<file path="config.mk">
export PLATFORM = sky130hd
export DESIGN_NAME = peer_keepalive_table_unit_flat
export DESIGN_NICKNAME = d
export VERILOG_FILES = /design/src/rtl/pkt_pkg.sv /design/src/rtl/pkt_req_if.sv /design/src/rtl/pkt_rsp_if.sv /design/src/rtl/pkt_slot_mem.sv /design/src/rtl/pkt_alu.sv /design/src/rtl/peer_keepalive_table_unit.sv /design/src/flat_wrapper.sv
export SDC_FILE = /design/constraint.sdc
export NUM_CORES = 1
export LEC_CHECK = 0
export BUFFER_PORTS_ARGS = -buffer_cell sky130_fd_sc_hd__buf_2
export CORE_UTILIZATION = 25
export CTS_BUF_LIST = sky130_fd_sc_hd__clkbuf_8
export DETAILED_ROUTE_END_ITERATION = 6
export GPL_TIMING_DRIVEN = 0
export HOLD_SLACK_MARGIN = 0.02
export PLACE_DENSITY = 0.51
export RECOVER_POWER = 50
export SYNTH_ARGS = -nofsm -noshare
export SYNTH_HDL_FRONTEND = slang
export SYNTH_SLANG_ARGS = --single-unit
</file>
<file path="constraint.sdc">
create_clock -name clock -period 6.8 [get_ports clock]
set_clock_uncertainty 0.15 [all_clocks]
set_input_delay 1.36 -clock clock [delete_from_list [all_inputs] [get_ports clock]]
set_output_delay 1.36 -clock clock [all_outputs]
set_load 0.01 [all_outputs]
</file>
<file path="src/rtl/pkt_pkg.sv">
package pkt_pkg;

   localparam int ADDR_W = 32;
   localparam int PORT_W = 16;
   localparam int AGE_W  = 8;
   localparam int CFG_W  = 7;
   localparam int CNT_W  = 3;
   localparam int ACT_W  = 2;

   localparam logic [AGE_W-1:0] AGE_MAX       = 8'd255;
   localparam logic [CFG_W-1:0] AGE_LIMIT_RST = 7'd10;
   localparam logic [CFG_W-1:0] AGE_STEP_RST  = 7'd5;

   // request action codes
   localparam logic [ACT_W-1:0] ACT_ALIVE      = 2'd0;
   localparam logic [ACT_W-1:0] ACT_DISCONNECT = 2'd1;
   localparam logic [ACT_W-1:0] ACT_TICK       = 2'd2;

   // csr register indexes
   localparam logic CSR_AGE_LIMIT = 1'b0;
   localparam logic CSR_AGE_STEP  = 1'b1;

   // result kinds
   localparam logic EV_ALIVE = 1'b0;
   localparam logic EV_DEAD  = 1'b1;

   typedef enum logic [2:0] {
      ST_IDLE,
      ST_READ,
      ST_EVAL,
      ST_COMMIT,
      ST_FLUSH
   } state_type;

   typedef enum logic {
      OP_KEY,
      OP_AGE
   } alu_op_type;

   typedef struct packed {
      logic             flag;
      logic [AGE_W-1:0] age_next;
   } alu_res_type;

   typedef struct packed {
      logic [ADDR_W-1:0] address;
      logic [PORT_W-1:0] port;
      logic [AGE_W-1:0]  age;
   } slot_type;

   typedef struct packed {
      logic              kind;
      logic [ADDR_W-1:0] address;
      logic [PORT_W-1:0] port;
      logic [CNT_W-1:0]  count;
   } event_type;

endpackage

</file>
<file path="src/rtl/pkt_req_if.sv">
interface pkt_req_if;
   import pkt_pkg::*;

   logic              valid;
   logic              ready;
   logic [ACT_W-1:0]  action;
   logic [ADDR_W-1:0] peer_address;
   logic [PORT_W-1:0] peer_port;

   modport source (output valid, output action, output peer_address, output peer_port,
                   input ready);
   modport sink   (input valid, input action, input peer_address, input peer_port,
                   output ready);
endinterface

</file>
<file path="src/rtl/pkt_rsp_if.sv">
interface pkt_rsp_if;
   import pkt_pkg::*;

   logic              valid;
   logic              ready;
   logic              event_kind;
   logic [ADDR_W-1:0] event_address;
   logic [PORT_W-1:0] event_port;
   logic [CNT_W-1:0]  peer_count;
   logic              last;

   modport source (output valid, output event_kind, output event_address,
                   output event_port, output peer_count, output last, input ready);
   modport sink   (input valid, input event_kind, input event_address,
                   input event_port, input peer_count, input last, output ready);
endinterface

</file>
<file path="src/rtl/pkt_slot_mem.sv">
module pkt_slot_mem #(
   parameter int DEPTH = 4,
   parameter int IW    = 2
) (
   input  logic                      clock,
   input  logic                      rd_en,
   input  logic [IW-1:0]             rd_idx,
   output pkt_pkg::slot_type         rd_data,
   input  logic                      key_we,
   input  logic                      age_we,
   input  logic [IW-1:0]             wr_idx,
   input  logic [pkt_pkg::ADDR_W-1:0] wr_address,
   input  logic [pkt_pkg::PORT_W-1:0] wr_port,
   input  logic [pkt_pkg::AGE_W-1:0]  wr_age
);
   import pkt_pkg::*;

   logic [ADDR_W-1:0] address_mem [DEPTH];
   logic [PORT_W-1:0] port_mem    [DEPTH];
   logic [AGE_W-1:0]  age_mem     [DEPTH];
   slot_type          rd_data_ff;

   always_ff @(posedge clock) begin
      if (key_we) begin
         address_mem[wr_idx] <= wr_address;
         port_mem[wr_idx]    <= wr_port;
      end
      if (age_we) begin
         age_mem[wr_idx] <= wr_age;
      end
      if (rd_en) begin
         rd_data_ff <= '{address: address_mem[rd_idx], port: port_mem[rd_idx],
                         age: age_mem[rd_idx]};
      end
   end

   assign rd_data = rd_data_ff;

endmodule

</file>
<file path="src/rtl/pkt_alu.sv">
module pkt_alu (
   input  pkt_pkg::alu_op_type          op,
   input  logic [pkt_pkg::ADDR_W-1:0]   key_a,
   input  logic [pkt_pkg::ADDR_W-1:0]   key_b,
   input  logic [pkt_pkg::AGE_W-1:0]    age,
   input  logic [pkt_pkg::CFG_W-1:0]    limit,
   input  logic [pkt_pkg::CFG_W-1:0]    step,
   output pkt_pkg::alu_res_type         res
);
   import pkt_pkg::*;

   logic [AGE_W:0] sum;

   always_comb begin
      sum = {1'b0, age} + {{(AGE_W + 1 - CFG_W){1'b0}}, step};
      res.age_next = sum[AGE_W] ? AGE_MAX : sum[AGE_W-1:0];
      case (op)
         OP_KEY:  res.flag = (key_a == key_b);
         // flag set: entry is past the limit and gets dropped
         OP_AGE:  res.flag = (age > {{(AGE_W - CFG_W){1'b0}}, limit});
         default: res.flag = 1'b0;
      endcase
   end

endmodule

</file>
<file path="src/rtl/peer_keepalive_table_unit.sv">
// Peer keepalive table: up to MAX_PEERS peers keyed by IPv4 address. An alive
// check refreshes (or adds, into the lowest free slot) the sender and returns
// one alive response; a disconnect drops the sender if present and returns one
// dead notice; an aging tick ages every held peer by age_step (saturating at
// 255) and drops, with a dead notice each, those already past age_limit, in slot
// order. The last result of a request has last set; a tick that drops nothing
// returns no result, as does the unused action code. Timing: one request at a
// time. Each request scans every slot; an alive check or disconnect then builds
// its response in a commit state, and a flush state moves the last result from
// the held-result register into the output register, waiting on rsp.ready while
// the output register is still full (a tick's scan holds the same way before a
// second drop). The next request can be taken in the cycle after that load, so
// it waits for the whole scan; the unused code leaves the block idle. The scan
// walks the slots in turn: the slot store has one registered read port and one
// shared compare/add unit, so each slot passes through a read state and an
// evaluate state. One result may sit in the output register while the next
// request is accepted. Config writes are taken whenever csr_we is high and
// belong only to idle periods.
module peer_keepalive_table_unit #(
   parameter int MAX_PEERS = 4
) (
   input  logic                         clock,
   input  logic                         reset,
   pkt_req_if.sink                      req,
   pkt_rsp_if.source                    rsp,
   input  logic                         csr_we,
   input  logic                         csr_index,
   input  logic [pkt_pkg::CFG_W-1:0]    csr_data
);
   import pkt_pkg::*;

   localparam int IW = (MAX_PEERS > 1) ? $clog2(MAX_PEERS) : 1;
   localparam int CW = $clog2(MAX_PEERS + 1);

   // ---------------------------------------------------------------- state
   state_type         state_ff, state_in;
   logic [CFG_W-1:0]  age_limit_ff, age_step_ff;
   logic [MAX_PEERS-1:0] valid_ff;
   logic [CW-1:0]     count_ff;
   logic [IW-1:0]     idx_ff;
   logic              hit_ff, free_ff;
   logic [IW-1:0]     hit_idx_ff, free_idx_ff;
   logic [ACT_W-1:0]  act_ff;
   logic [ADDR_W-1:0] addr_ff;
   logic [PORT_W-1:0] port_ff;
   logic              pend_v_ff;
   event_type         pend_ff;
   logic              out_v_ff;
   event_type         out_ff;
   logic              out_last_ff;

   // ---------------------------------------------------------------- control
   logic              accept, mem_rd_en, key_we, age_we, step_done;
   logic              rec_hit, rec_free, valid_set, valid_clr;
   logic              cnt_inc, cnt_dec, pend_load, pend_clr, out_load, out_last;
   logic [IW-1:0]     wr_idx, vidx;
   logic [AGE_W-1:0]  wr_age;
   event_type         pend_data;
   logic [CW-1:0]     cnt_next;
   logic [CW+2:0]     cnt_ext;
   logic              slot_v, last_idx, out_free, stall;
   slot_type          rd_slot;
   alu_op_type        alu_op;
   alu_res_type       alu_res;

   assign slot_v   = valid_ff[idx_ff];
   assign last_idx = (idx_ff == IW'(MAX_PEERS - 1));
   assign out_free = !out_v_ff || rsp.ready;
   // a second drop during a tick must wait until the held one can move out
   assign stall    = pend_v_ff && !out_free;
   assign alu_op   = (act_ff == ACT_TICK) ? OP_AGE : OP_KEY;
   assign cnt_next = count_ff + CW'(cnt_inc) - CW'(cnt_dec);
   assign cnt_ext  = (CW + 3)'(cnt_next);

   pkt_slot_mem #(
      .DEPTH (MAX_PEERS),
      .IW    (IW)
   ) u_mem (
      .clock      (clock),
      .rd_en      (mem_rd_en),
      .rd_idx     (idx_ff),
      .rd_data    (rd_slot),
      .key_we     (key_we),
      .age_we     (age_we),
      .wr_idx     (wr_idx),
      .wr_address (addr_ff),
      .wr_port    (port_ff),
      .wr_age     (wr_age)
   );

   pkt_alu u_alu (
      .op    (alu_op),
      .key_a (rd_slot.address),
      .key_b (addr_ff),
      .age   (rd_slot.age),
      .limit (age_limit_ff),
      .step  (age_step_ff),
      .res   (alu_res)
   );

   // ---------------------------------------------------------------- next state
   always_comb begin
      state_in = state_ff;
      case (state_ff)
         ST_IDLE: begin
            if (req.valid) begin
               case (req.action)
                  ACT_ALIVE, ACT_DISCONNECT, ACT_TICK: state_in = ST_READ;
                  default:                             state_in = ST_IDLE;
               endcase
            end
         end
         ST_READ: state_in = ST_EVAL;
         ST_EVAL: begin
            if (step_done) begin
               if (!last_idx)             state_in = ST_READ;
               else if (act_ff == ACT_TICK) state_in = ST_FLUSH;
               else                       state_in = ST_COMMIT;
            end
         end
         ST_COMMIT: state_in = ST_FLUSH;
         ST_FLUSH: begin
            if (!pend_v_ff || out_free) state_in = ST_IDLE;
         end
         default: state_in = ST_IDLE;
      endcase
   end

   // ---------------------------------------------------------------- outputs
   always_comb begin
      accept    = 1'b0;
      mem_rd_en = 1'b0;
      key_we    = 1'b0;
      age_we    = 1'b0;
      step_done = 1'b0;
      rec_hit   = 1'b0;
      rec_free  = 1'b0;
      valid_set = 1'b0;
      valid_clr = 1'b0;
      cnt_inc   = 1'b0;
      cnt_dec   = 1'b0;
      pend_load = 1'b0;
      pend_clr  = 1'b0;
      out_load  = 1'b0;
      out_last  = 1'b0;
      wr_idx    = idx_ff;
      vidx      = idx_ff;
      wr_age    = '0;
      pend_data = '{kind: EV_DEAD, address: rd_slot.address, port: rd_slot.port,
                    count: cnt_ext[CNT_W-1:0]};
      case (state_ff)
         ST_IDLE: accept = req.valid;
         ST_READ: mem_rd_en = 1'b1;
         ST_EVAL: begin
            case (act_ff)
               ACT_ALIVE, ACT_DISCONNECT: begin
                  // first match and first free slot, in slot order
                  rec_hit   = slot_v && alu_res.flag && !hit_ff;
                  rec_free  = !slot_v && !free_ff;
                  step_done = 1'b1;
               end
               ACT_TICK: begin
                  if (slot_v && !alu_res.flag) begin
                     age_we    = 1'b1;
                     wr_age    = alu_res.age_next;
                     step_done = 1'b1;
                  end else if (slot_v) begin
                     if (!stall) begin
                        valid_clr = 1'b1;
                        cnt_dec   = 1'b1;
                        pend_load = 1'b1;
                        // a held notice now knows it is not the last one
                        out_load  = pend_v_ff;
                        step_done = 1'b1;
                     end
                  end else begin
                     step_done = 1'b1;
                  end
               end
               default: step_done = 1'b1;
            endcase
         end
         ST_COMMIT: begin
            pend_load = 1'b1;
            if (act_ff == ACT_ALIVE) begin
               if (hit_ff) begin
                  age_we = 1'b1;
                  wr_idx = hit_idx_ff;
               end else if (free_ff) begin
                  key_we    = 1'b1;
                  age_we    = 1'b1;
                  wr_idx    = free_idx_ff;
                  vidx      = free_idx_ff;
                  valid_set = 1'b1;
                  cnt_inc   = 1'b1;
               end
            end else if (hit_ff) begin
               vidx      = hit_idx_ff;
               valid_clr = 1'b1;
               cnt_dec   = 1'b1;
            end
            pend_data = '{kind: (act_ff == ACT_ALIVE) ? EV_ALIVE : EV_DEAD,
                          address: addr_ff, port: port_ff,
                          count: cnt_ext[CNT_W-1:0]};
         end
         ST_FLUSH: begin
            if (pend_v_ff && out_free) begin
               out_load = 1'b1;
               out_last = 1'b1;
               pend_clr = 1'b1;
            end
         end
         default: ;
      endcase
   end

   // ---------------------------------------------------------------- control regs
   always_ff @(posedge clock) begin
      if (reset) begin
         state_ff     <= ST_IDLE;
         age_limit_ff <= AGE_LIMIT_RST;
         age_step_ff  <= AGE_STEP_RST;
         valid_ff     <= '0;
         count_ff     <= '0;
         idx_ff       <= '0;
         hit_ff       <= 1'b0;
         free_ff      <= 1'b0;
         act_ff       <= ACT_ALIVE;
         pend_v_ff    <= 1'b0;
         out_v_ff     <= 1'b0;
      end else begin
         state_ff <= state_in;
         if (csr_we) begin
            case (csr_index)
               CSR_AGE_LIMIT: age_limit_ff <= csr_data;
               CSR_AGE_STEP:  age_step_ff  <= csr_data;
               default: ;
            endcase
         end
         if (accept) begin
            act_ff  <= req.action;
            idx_ff  <= '0;
            hit_ff  <= 1'b0;
            free_ff <= 1'b0;
         end else if (step_done) begin
            idx_ff <= IW'(idx_ff + 1'b1);
         end
         if (rec_hit)   hit_ff        <= 1'b1;
         if (rec_free)  free_ff       <= 1'b1;
         if (valid_set) valid_ff[vidx] <= 1'b1;
         if (valid_clr) valid_ff[vidx] <= 1'b0;
         count_ff <= cnt_next;
         if (pend_load)     pend_v_ff <= 1'b1;
         else if (pend_clr) pend_v_ff <= 1'b0;
         if (out_load)       out_v_ff <= 1'b1;
         else if (rsp.ready) out_v_ff <= 1'b0;
      end
   end

   // ---------------------------------------------------------------- payload regs
   always_ff @(posedge clock) begin
      if (accept) begin
         addr_ff <= req.peer_address;
         port_ff <= req.peer_port;
      end
      if (rec_hit)   hit_idx_ff  <= idx_ff;
      if (rec_free)  free_idx_ff <= idx_ff;
      if (pend_load) pend_ff     <= pend_data;
      if (out_load) begin
         out_ff      <= pend_ff;
         out_last_ff <= out_last;
      end
   end

   assign req.ready         = (state_ff == ST_IDLE);
   assign rsp.valid         = out_v_ff;
   assign rsp.event_kind    = out_ff.kind;
   assign rsp.event_address = out_ff.address;
   assign rsp.event_port    = out_ff.port;
   assign rsp.peer_count    = out_ff.count;
   assign rsp.last          = out_last_ff;

   // ---------------------------------------------------------------- checks
   a_count_matches_valid : assert property (@(posedge clock) disable iff (reset)
      int'(count_ff) == $countones(valid_ff))
      else $error("peer count out of step with slot valid bits");

   a_idle_no_pending : assert property (@(posedge clock) disable iff (reset)
      state_ff == ST_IDLE |-> !pend_v_ff)
      else $error("held result left over at idle");

   a_non_last_only_tick : assert property (@(posedge clock) disable iff (reset)
      out_v_ff && !out_last_ff |-> act_ff == ACT_TICK)
      else $error("non-final result outside a tick");

   a_stall_holds_scan : assert property (@(posedge clock) disable iff (reset)
      state_ff == ST_EVAL && !step_done |=> state_ff == ST_EVAL && $stable(idx_ff))
      else $error("slot scan moved during a stall");

endmodule

</file>
<file path="src/flat_wrapper.sv">
// flat-port wrapper written by rule: the top's interface ports become plain ports
module peer_keepalive_table_unit_flat import pkt_pkg::*;
#(
   parameter int MAX_PEERS = 4
)
  (clock, reset, csr_we, csr_index, csr_data, req_valid, req_action, req_peer_address, req_peer_port, req_ready, rsp_valid, rsp_event_kind, rsp_event_address, rsp_event_port, rsp_peer_count, rsp_last, rsp_ready);
  pkt_req_if req_i ();
  pkt_rsp_if rsp_i ();
  input  logic clock;
  input  logic reset;
  input  logic csr_we;
  input  logic csr_index;
  input  logic [pkt_pkg::CFG_W-1:0] csr_data;
  input wire logic [$bits(req_i.valid)-1:0] req_valid;
  input wire logic [$bits(req_i.action)-1:0] req_action;
  input wire logic [$bits(req_i.peer_address)-1:0] req_peer_address;
  input wire logic [$bits(req_i.peer_port)-1:0] req_peer_port;
  output wire logic [$bits(req_i.ready)-1:0] req_ready;
  output wire logic [$bits(rsp_i.valid)-1:0] rsp_valid;
  output wire logic [$bits(rsp_i.event_kind)-1:0] rsp_event_kind;
  output wire logic [$bits(rsp_i.event_address)-1:0] rsp_event_address;
  output wire logic [$bits(rsp_i.event_port)-1:0] rsp_event_port;
  output wire logic [$bits(rsp_i.peer_count)-1:0] rsp_peer_count;
  output wire logic [$bits(rsp_i.last)-1:0] rsp_last;
  input wire logic [$bits(rsp_i.ready)-1:0] rsp_ready;
  assign req_i.valid = req_valid;
  assign req_i.action = req_action;
  assign req_i.peer_address = req_peer_address;
  assign req_i.peer_port = req_peer_port;
  assign req_ready = req_i.ready;
  assign rsp_valid = rsp_i.valid;
  assign rsp_event_kind = rsp_i.event_kind;
  assign rsp_event_address = rsp_i.event_address;
  assign rsp_event_port = rsp_i.event_port;
  assign rsp_peer_count = rsp_i.peer_count;
  assign rsp_last = rsp_i.last;
  assign rsp_i.ready = rsp_ready;
  peer_keepalive_table_unit #(.MAX_PEERS(MAX_PEERS)) u_core (.clock(clock), .reset(reset), .req(req_i), .rsp(rsp_i), .csr_we(csr_we), .csr_index(csr_index), .csr_data(csr_data));
endmodule
</file>
==> results.sh, run 1 <==
export IMPL_fmax_mhz=222
export IMPL_crit_arrival_ns=4.62
export IMPL_wirelength_mm=40.1
export IMPL_p_leak_nw=7.09
export IMPL_slew_headroom=0.0880
export IMPL_drc=0
export IMPL_fin_area_um2=21200
export IMPL_worstSetupEndpointType="flop"
export IMPL_nFillCells=6846
export IMPL_ys_ff_latch=469
export IMPL_clock_path_buffers=3
export IMPL_avgViaCountPerCell=4.13
export IMPL_max_slew_worst_pin_slew_ns=1.36
export IMPL_grt_max_degree=52
export IMPL_rows=96
export IMPL_syn_to_final_growth_pct=20.4
export IMPL_max_stage_delay_ns=1.04
export IMPL_ys_flop_type="edfxtp_1"
export IMPL_overflow=0
export IMPL_clkLatencyLatePin_ns=0.64
export IMPL_path_cells="clkbuf_1, nor3b_1, clkbuf_1, clkbuf_1, clkbuf_1, clkbuf_1, clkbuf_1"
export IMPL_grt_pass1_vias=9746
export IMPL_critPathMaxFanout=9
export IMPL_final_hold_violation_count=0
export IMPL_yosysSeqAreaShare=0.782
export IMPL_place_gp_congestion=0.768
export IMPL_synth_async_reset_ratio=0
export IMPL_diodes=0
export IMPL_outcome="complete, no violations"
export IMPL_yosysWarnings=0
export IMPL_postCtsSetupBuffers=0
export IMPL_grt_pass1_wl_mm=60.5
export IMPL_start_util=0.255
export IMPL_cap_violations=0
export IMPL_critical_path_required_ns=6.92
export IMPL_synth_edff_count=437
export IMPL_r2r_cells=7
export IMPL_holdWs_ns=0.265
export IMPL_cts_sinks=469
export IMPL_power_density_nw_per_um2=275
export IMPL_synthCells=994
export IMPL_synth_nets=1076
export IMPL_path_common_cell="clkbuf_1"
export IMPL_yosysUniqueCellTypes=56
export IMPL_first_pass_iters=4
export IMPL_vias=9098
export IMPL_ant_nets=0
export IMPL_fin_nets=1293
export IMPL_crit_type="flop to flop"
export IMPL_tns_ns=0
export IMPL_grt_usage=0.115
export IMPL_final_layout_size_suffix_gt1_frac=0.233
export IMPL_critPathSlowestCell="nor3b_1"
export IMPL_min_period_ns=4.50
export IMPL_r2r_start="u_core.state_ff[0]"
export IMPL_maxSlewViolCount=0
export IMPL_setup_viol=0
export IMPL_numPortBuffers=115
export IMPL_post_cts_resized=0
export IMPL_ir_drop_mv=0.107
export IMPL_cts_tree="yes"
export IMPL_die_y_um=267
export IMPL_wl_per_cell_um=18.2
export IMPL_placed_cell_area_um2=19800
export IMPL_min_period_over_period=0.662
export IMPL_place_ws_ns=3.01
export IMPL_crit_end="u_core.u_mem.rd_data[18]"
export IMPL_die_w_um=267
export IMPL_dieArea_um2=71400
export IMPL_crit_path_start_kind="flop"
export IMPL_htreeDepth=3
export IMPL_startpoint="u_core.state_ff[0]"
export IMPL_dp_hpwl_mm=26.8
export IMPL_antenna_found_initial=0
export IMPL_utilization=0.307
export IMPL_root_buffer="clkbuf_8"
export IMPL_cts_made_buffers=80
export IMPL_rsz0062_at_grt="false"
export IMPL_coreArea_um2=69100
export IMPL_setup_ws_ns=2.30
export IMPL_path_clk_slew_ns=0.06
export IMPL_rrSetupSlack_ns=2.30
export IMPL_timing_rr_end="u_core.u_mem.rd_data[18]"
export IMPL_syn_area_per_cell_um2=17.7
export IMPL_num_io_pins=118
export IMPL_hold_buffers=0
export IMPL_synthesis_area_um2=17600
export IMPL_min_path_type="flop to flop"
export IMPL_drt_iter0_drc=589
[state kept, by name, indices dropped and copies added, names as in the netlist, 2 cells and up]
register	count
u_core.u_mem.rd_data	56
u_core.port_ff	16
u_core.addr_ff	32
u_core.count_ff	3
u_core.rsp.event_port	16
u_core.state_ff	3
u_core.age_limit_ff	7
u_core.hit_idx_ff	2
u_core.pend_ff	52
u_core.valid_ff	4
u_core.u_mem.port_mem	64
u_core.u_mem.address_mem	128
u_core.free_idx_ff	2
u_core.u_mem.age_mem	32
u_core.idx_ff	2
u_core.rsp.event_address	32
u_core.age_step_ff	7
u_core.act_ff	2
u_core.rsp.peer_count	3
[per-stage QoR]
step | std cells | total power [mW]
CTS | 2203 | 5.94
global placement | 2040 | 3.49
detailed placement | 2060 | 3.49
floorplan | 994 | 3.39
global route | 2203 | 6.07
finish | 2203 | 5.82
[cells in the mapped netlist (all sizes together), types with 5 or more instances]
cell type | instances | area share
nor4 | 8 | 0.0028
a21oi | 35 | 0.010
nor3 | 9 | 0.0026
nand3 | 12 | 0.0034
edfxtp | 437 | 0.75
dfxtp | 32 | 0.036
a211oi | 5 | 0.0021
clkbuf | 21 | 0.0045
nor2b | 9 | 0.0032
ha | 17 | 0.012
inv | 25 | 0.0053
o21ai | 12 | 0.0034
nor2 | 27 | 0.0066
xor2 | 31 | 0.015
a31oi | 7 | 0.0025
buf | 14 | 0.0039
nand2 | 178 | 0.038
xnor2 | 7 | 0.0035
mux4 | 57 | 0.073
[cells in the final DEF, fill, tap and decap left out, drive strengths merged, types with 5 or more instances in the layout]
| master | instances |
|---|---|
| xor2 | 31 |
| a31oi | 7 |
| buf | 125 |
| nor3 | 9 |
| nor2b | 9 |
| nand3 | 12 |
| inv | 44 |
| dfxtp | 32 |
| edfxtp | 437 |
| a21oi | 35 |
| clkbuf | 128 |
| nor2 | 27 |
| nand2 | 178 |
| clkinv | 33 |
| o21ai | 12 |
| mux4 | 57 |
| nor4 | 8 |
| xnor2 | 7 |
| ha | 17 |
| a211oi | 5 |
[cell type report]
type / instances / area [µm²] / share of cell area
tap: 931 / 1160 / 0.0550
clock buffer: 83 / 1140 / 0.0539
timing repair buffer: 135 / 875 / 0.0413
clock inverter: 60 / 359 / 0.0170
buffer: 35 / 145 / 0.00685
sequential: 469 / 13800 / 0.650
inverter: 25 / 96.3 / 0.00455
multi-input combinational: 465 / 3640 / 0.172
[metal layers]
metal | wire length, µm | vias to the layer above | GRT usage
met2 | 18900 | 224 | 0.183
met5 | 0 | - | 0
li1 | - | 4239 | -
met1 | 18300 | 4567 | 0.151
met3 | 1980 | 68 | 0.0251
met4 | 1040 | 0 | 0.0489
[worst min path at each step]
stage	start	end	slack, ns	cells past startpoint
after floorplan	u_core.pend_ff[19]	u_core.rsp.event_address[0]	0.25	0
after global placement	u_core.pend_ff[2]	u_core.rsp.peer_count[2]	0.26	0
after detailed placement	u_core.pend_ff[7]	u_core.rsp.event_port[4]	0.25	0
after CTS	u_core.pend_ff[7]	u_core.rsp.event_port[4]	0.27	0
after global routing	u_core.pend_ff[8]	u_core.rsp.event_port[5]	0.27	0
final	u_core.pend_ff[23]	u_core.rsp.event_address[4]	0.27	0
[logic make-up (layout without fill, tap and decap cells)]
| kind of cell | after synthesis | count (layout) | share of synthesized area |
|---|---|---|---|
| xor+xnor | 38 | 38 | 0.0189 |
| buf+inv | 60 | 338 | 0.0137 |
| simple gates | 264 | 264 | 0.0661 |
| compound gates | 86 | 86 | 0.0311 |
| mux | 58 | 58 | 0.0735 |
| flops | 469 | 469 | 0.782 |
| fa+ha+maj | 19 | 19 | 0.0144 |
[where the power goes]
group	switching [mW]	internal (mW)
Combinational	0.110	0.0615
Clock	1.12	1.28
Sequential	0.0457	3.20
Total	1.28	4.55
[critical path: cells and delay by family (launching register included)]
family / cells / cell delay, ns
flip-flops: 1 / 0.30
buffers and inverters: 6 / 2.62
AND/OR/NAND/NOR: 1 / 1.04
Note: power is estimated with default switching activity, not from simulation.
==> run 2, diff against run 1 <==
--- a/config.mk
+++ b/config.mk
@@ -5,6 +5,7 @@
 export SDC_FILE = /design/constraint.sdc
 export NUM_CORES = 1
 export LEC_CHECK = 0
+export ABC_AREA = 1
 export BUFFER_PORTS_ARGS = -buffer_cell sky130_fd_sc_hd__buf_2
 export CORE_UTILIZATION = 25
 export CTS_BUF_LIST = sky130_fd_sc_hd__clkbuf_8
==> constraint.sdc (replaced) <==
create_clock -name clock -period 4.21 [get_ports clock]
set_clock_uncertainty 0.15 [all_clocks]
set_input_delay 0.842 -clock clock [delete_from_list [all_inputs] [get_ports clock]]
set_output_delay 0.842 -clock clock [all_outputs]
set_load 0.01 [all_outputs]
==> run 2 against run 1 <==
  * The flow now finishes with violations (max-capacitance violations, max-slew violations)
  * Setup slack lost 1.8 ns
  * First-iteration DRC count grew 34%
  * Cell count grew 16%
  * Non-clock buffer count grew 6
  * Maximum frequency grew 21%
  * Synthesized area grew 1.9%
  * Synthesized cell count grew 36%
  * Count of clock-buffer cells in the layout grew 1
  * Final area grew 1.1%
  * Critical path type unchanged
==> results.sh, run 2 <==
export IMPL_synth_largest_area_cell="edfxtp_1"
export IMPL_grt_pass1_wl_mm=69.8
export IMPL_most_common_layout_cells="edfxtp_1 (437), nand2_1 (226), o21ai_0 (166), nor2_1 (156), inv_1 (119)"
export IMPL_grt_max_degree=54
export IMPL_rsz0062_at_grt="false"
export IMPL_nFillCells=7081
export IMPL_fmax_mhz=270
export IMPL_power_switching_mw=2.30
export IMPL_p_leak_nw=7.64
export IMPL_place_ws_ns=0.586
export IMPL_avgViaCountPerCell=4.31
export IMPL_hold_buffers=0
export IMPL_numPortBuffers=116
export IMPL_slew_headroom=-0.270
export IMPL_coreArea_um2=70500
export IMPL_grt_pass1_vias=11300
export IMPL_die_y_um=270
export IMPL_final_layout_size_suffix_gt1_frac=0.125
export IMPL_first_pass_iters=5
export IMPL_diodes=0
export IMPL_overflow=0
export IMPL_synth_async_reset_ratio=0
export IMPL_cts_tree="yes"
export IMPL_maxSlewViolCount=41
export IMPL_clock_path_buffers=3
export IMPL_rrSetupSlack_ns=0.50
export IMPL_root_buffer="clkbuf_8"
export IMPL_min_period_ns=3.71
export IMPL_critPathTopFamily="simple AND/OR/NAND/NOR gates"
export IMPL_outcome="complete, but fails checks"
export IMPL_antenna_found_initial=2
export IMPL_cts_sinks=469
export IMPL_setup_ws_ns=0.499
export IMPL_htreeDepth=3
export IMPL_yosys_top_cells_count="edfxtp_1 (437), nand2_1 (227), o21ai_0 (166)"
export IMPL_finalPower_mw=9.90
export IMPL_post_cts_resized=0
export IMPL_min_path_type="input port to flop"
export IMPL_p_sw_frac=0.233
export IMPL_synth_edff_count=437
export IMPL_wirelength_mm=46.4
export IMPL_dp_hpwl_mm=30.3
export IMPL_violations="max-capacitance violations, max-slew violations"
export IMPL_place_gp_congestion=0.806
export IMPL_clkLatencyLatePin_ns=0.68
export IMPL_synthCells=1353
export IMPL_postCtsSetupBuffers=0
export IMPL_crit_type="flop to flop"
export IMPL_drt_iter0_drc=787
export IMPL_yosysUniqueCellTypes=38
export IMPL_yosysWarnings=0
export IMPL_p_seq_frac=0.537
export IMPL_die_w_um=270
export IMPL_crit_path_start_kind="flop"
export IMPL_synth_area_top_cells="edfxtp_1 (73%), nand2_1 (4.8%), o21ai_0 (4.6%)"
export IMPL_critPathSlowestCell="nor2_1"
export IMPL_worst_path_buf_inv=1
export IMPL_num_io_pins=118
export IMPL_start_util=0.254
export IMPL_synth_nets=1435
export IMPL_drc=0
export IMPL_min_period_over_period=0.881
export IMPL_ys_ff_latch=469
export IMPL_vias=11000
export IMPL_worstSetupEndpointType="flop"
export IMPL_instances_no_fill=2565
export IMPL_synthesis_area_um2=17900
export IMPL_path_clk_slew_ns=0.06
export IMPL_dieArea_um2=72800
export IMPL_p_int_mw=7.60
export IMPL_max_slew_worst_pin_slew_ns=1.90
export IMPL_cts_made_buffers=80
export IMPL_p_comb_frac=0.042
export IMPL_syn_to_final_growth_pct=19.5
export IMPL_crit_arrival_ns=3.80
export IMPL_wl_per_cell_um=18.1
export IMPL_largest_register_ffs=128
export IMPL_regMostFlops="u_core.u_mem.address_mem"
export IMPL_critPathMaxFanout=22
export IMPL_place_inst=2419
export IMPL_critical_path_required_ns=4.30
export IMPL_max_stage_delay_ns=1.40
export IMPL_yosysSeqAreaShare=0.768
export IMPL_final_common_cell="edfxtp_1"
export IMPL_synth_top_area_frac=0.732
export IMPL_ys_flop_type="edfxtp_1"
export IMPL_ant_nets=0
export IMPL_grt_usage=0.127
export IMPL_ir_drop_mv=0.265
export IMPL_fin_nets=1643
export IMPL_path_cells="nand2_1, nor2_1, clkbuf_1"
export IMPL_final_hold_violation_count=0
export IMPL_rows=97
export IMPL_setup_viol=0
export IMPL_holdWs_ns=0.194
export IMPL_cap_violations=2
export IMPL_power_density_nw_per_um2=462
export IMPL_synth_most_common_cell="edfxtp_1"
export IMPL_syn_area_per_cell_um2=13.2
export IMPL_clockPowerShare=0.422
run 2: final cells by class:
cell class | instances | area, µm² | area share
Multi-Input combinational cell | 726 | 3570 | 0.167
Clock inverter | 62 | 470 | 0.0220
Sequential cell | 469 | 13800 | 0.643
Timing Repair Buffer | 126 | 682 | 0.0318
Tap cell | 940 | 1180 | 0.0549
Clock buffer | 84 | 1160 | 0.0540
Inverter | 108 | 405 | 0.0189
Buffer | 50 | 191 | 0.00894
run 2: per-layer routing:
layer  vias up  GRT usage  share of wire
met5         -          0              0
met1      5411      0.167           0.45
met2       308      0.210           0.48
met4         0     0.0372          0.021
li1       5243          -              -
met3        87     0.0279          0.051
run 2: cell families after synthesis:
family,count (synthesis),share of synthesized area
buf+inv,158,0.0336
xor+xnor,14,0.00684
fa+ha+maj,19,0.0141
flops,469,0.768
compound gates,273,0.0829
simple gates,420,0.0947
run 2: final timing paths:
check	end	cells after the start	from
worst max-delay path	u_core.u_mem.rd_data[8]	3	u_core.state_ff[0]
worst min-delay path	u_core.addr_ff[15]	1	req_peer_address[15]
worst max register to register	u_core.u_mem.rd_data[8]	3	u_core.state_ff[0]
worst min register to register	u_core.rsp.event_port[11]	0	u_core.pend_ff[14]
run 2: per-stage QoR:
step	TNS, ns	utilization	instance area [µm²]
2_1_floorplan	0	-	17900
3_3_place_gp	-304.67	0.279	19700
3_5_place_dp	0	0.283	19900
4_1_cts	0	0.306	21600
5_1_grt	0	0.304	21400
6_report	0	0.304	21400
run 2: power groups by stage:
stage | Combinational, mW | Clock [mW] | Sequential (mW)
finish | 0.411 | 4.18 | 5.31
global route | 0.466 | 4.51 | 5.32
CTS | 0.433 | 4.31 | 5.31
detailed placement | 0.429 | 0 | 5.41
global placement | 0.410 | 0 | 5.41
floorplan | 0.249 | 0 | 5.37
==> run 3, diff against run 2 <==
--- a/config.mk
+++ b/config.mk
@@ -12,7 +12,7 @@
 export DETAILED_ROUTE_END_ITERATION = 6
 export GPL_TIMING_DRIVEN = 0
 export HOLD_SLACK_MARGIN = 0.02
-export PLACE_DENSITY = 0.51
+export PLACE_DENSITY = 0.39
 export RECOVER_POWER = 50
 export SYNTH_ARGS = -nofsm -noshare
 export SYNTH_HDL_FRONTEND = slang
==> constraint.sdc (replaced) <==
create_clock -name clock -period 4.21 [get_ports clock]
set_clock_uncertainty 0.15 [all_clocks]
set_input_delay 0.2105 -clock clock [delete_from_list [all_inputs] [get_ports clock]]
set_output_delay 0.2105 -clock clock [all_outputs]
set_load 0.01 [all_outputs]
==> run 3 against run 2 <==
  * The flow still finishes with violations (max-capacitance violations, max-slew violations)
  * Clock power decreased by 8.1%
  * Count of clock-buffer cells in the layout grew 5
  * Critical path depth rose by 2
  * Highest routed layer unchanged
  * Cell count grew 3.2%
  * Largest power group unchanged
  * Via count up 1.2%
==> results.sh, run 3 (same netlist as run 2, synthesis figures left out) <==
export IMPL_grt_pass1_wl_mm=73.8
export IMPL_clock_path_buffers=3
export IMPL_grt_pass1_vias=11800
export IMPL_power_density_nw_per_um2=437
export IMPL_worst_path_buf_inv=3
export IMPL_path_clk_slew_ns=0.06
export IMPL_crit_path_start_kind="flop"
export IMPL_wl_per_cell_um=18.5
export IMPL_use_met1=0.180
export IMPL_fmax_mhz=257
export IMPL_die_y_um=270
export IMPL_cts_sinks=469
export IMPL_ant_nets=0
export IMPL_dieArea_um2=72800
export IMPL_path_cells="inv_1, nand2_1, nor2_1, clkbuf_1, buf_12"
export IMPL_critPathTopFamily="simple AND/OR/NAND/NOR gates"
export IMPL_vias=11200
export IMPL_avgViaCountPerCell=4.22
export IMPL_finalPower_mw=9.63
export IMPL_numPortBuffers=116
export IMPL_cts_made_buffers=85
export IMPL_grt_usage=0.136
export IMPL_critPathMaxFanout=24
export IMPL_rsz0062_at_grt="false"
export IMPL_regMostFlops="u_core.u_mem.address_mem"
export IMPL_rows=97
export IMPL_ir_drop_mv=0.194
export IMPL_use_met2=0.223
export IMPL_p_leak_nw=7.92
export IMPL_final_hold_violation_count=0
export IMPL_largest_register_ffs=128
export IMPL_fin_nets=1722
export IMPL_fin_area_um2=22000
export IMPL_cts_tree="yes"
export IMPL_first_pass_iters=5
export IMPL_gr_usage_met3=0.0303
export IMPL_htreeDepth=3
export IMPL_die_w_um=270
export IMPL_root_buffer="clkbuf_8"
export IMPL_cap_violations=2
export IMPL_critical_path_required_ns=4.39
export IMPL_clkLatencyLatePin_ns=0.67
export IMPL_violations="max-capacitance violations, max-slew violations"
export IMPL_min_period_over_period=0.923
export IMPL_final_common_cell="edfxtp_1"
export IMPL_overflow=0
export IMPL_slew_headroom=-0.708
export IMPL_worstSetupEndpointType="flop"
export IMPL_place_gp_congestion=0.740
export IMPL_grt_busiest_layer="met2"
export IMPL_critPathSlowestCell="nor2_1"
export IMPL_holdWs_ns=0.103
export IMPL_start_util=0.254
export IMPL_drt_iter0_drc=709
export IMPL_drc=0
export IMPL_syn_to_final_growth_pct=22.9
export IMPL_most_common_layout_cells="edfxtp_1 (437), nand2_1 (226), o21ai_0 (166), nor2_1 (156), inv_1 (135)"
export IMPL_maxSlewViolCount=69
export IMPL_max_stage_delay_ns=1.46
export IMPL_grt_max_degree=54
export IMPL_final_layout_size_suffix_gt1_frac=0.113
export IMPL_setup_viol=0
export IMPL_post_cts_resized=0
export IMPL_wirelength_mm=48.9
export IMPL_antenna_found_initial=2
export IMPL_max_slew_worst_pin_slew_ns=2.56
export IMPL_crit_type="flop to flop"
export IMPL_min_path_type="input port to flop"
export IMPL_outcome="complete, but fails checks"
export IMPL_tns_ns=0
export IMPL_dp_hpwl_mm=30.7
export IMPL_coreArea_um2=70500
export IMPL_placed_cell_area_um2=19900
export IMPL_min_period_ns=3.88
export IMPL_num_io_pins=118
export IMPL_crit_arrival_ns=4.07
-- run 3: final cells by class --
cell class                 instances  area, µm²
fill                            7136      48500
sequential                       469      13800
multi-input combinational        726       3570
timing repair buffer             200       1430
clock buffer                      89       1220
tap                              940       1180
inverter                         108        410
clock inverter                    63        264
buffer                            50        191
antenna                            1       2.50
-- run 3: final timing paths --
kind                                        to  depth (start not counted)  slack [ns]                start
setup / recovery      u_core.u_mem.rd_data[40]                          5        0.33   u_core.state_ff[2]
setup reg to reg      u_core.u_mem.rd_data[40]                          5        0.33   u_core.state_ff[2]
hold reg to reg   u_core.rsp.event_address[19]                          0        0.25   u_core.pend_ff[38]
hold / removal               u_core.addr_ff[4]                          2        0.10  req_peer_address[4]
-- run 3: through the flow --
step	setup slack [ns]	util	cells
6_report	0.326	0.313	2646
5_1_grt	0.0745	0.312	2645
4_1_cts	0.448	0.314	2645
3_5_place_dp	0.482	0.282	2418
3_3_place_gp	-2.17	0.279	2409
2_1_floorplan	0.343	-	1353
-- run 3: timing repair --
action                    4_1_cts  5_1_grt
buffers inserted                0        0
hold endpoints to repair       77        0
hold buffers                   75        0
-- run 3: worst reg2reg max path, delay by kind of cell, from the launching register on --
| kind | cells | cell delay [ns] |
|---|---|---|
| buffers and inverters | 3 | 1.52 |
| DFF | 1 | 0.35 |
| and+or+nand+nor | 2 | 1.53 |
-- run 3: routing by layer --
metal,wire (µm),part of all wire
met5,0,0
met4,1030,0.021
met3,2360,0.048
met2,23000,0.47
met1,22500,0.46
-- run 3: power by group --
group          internal [mW]  leakage, nW  switching [mW]
registers               5.22         4.25          0.0940
logic                  0.172         2.78           0.303
clock network           1.95        0.893            1.89
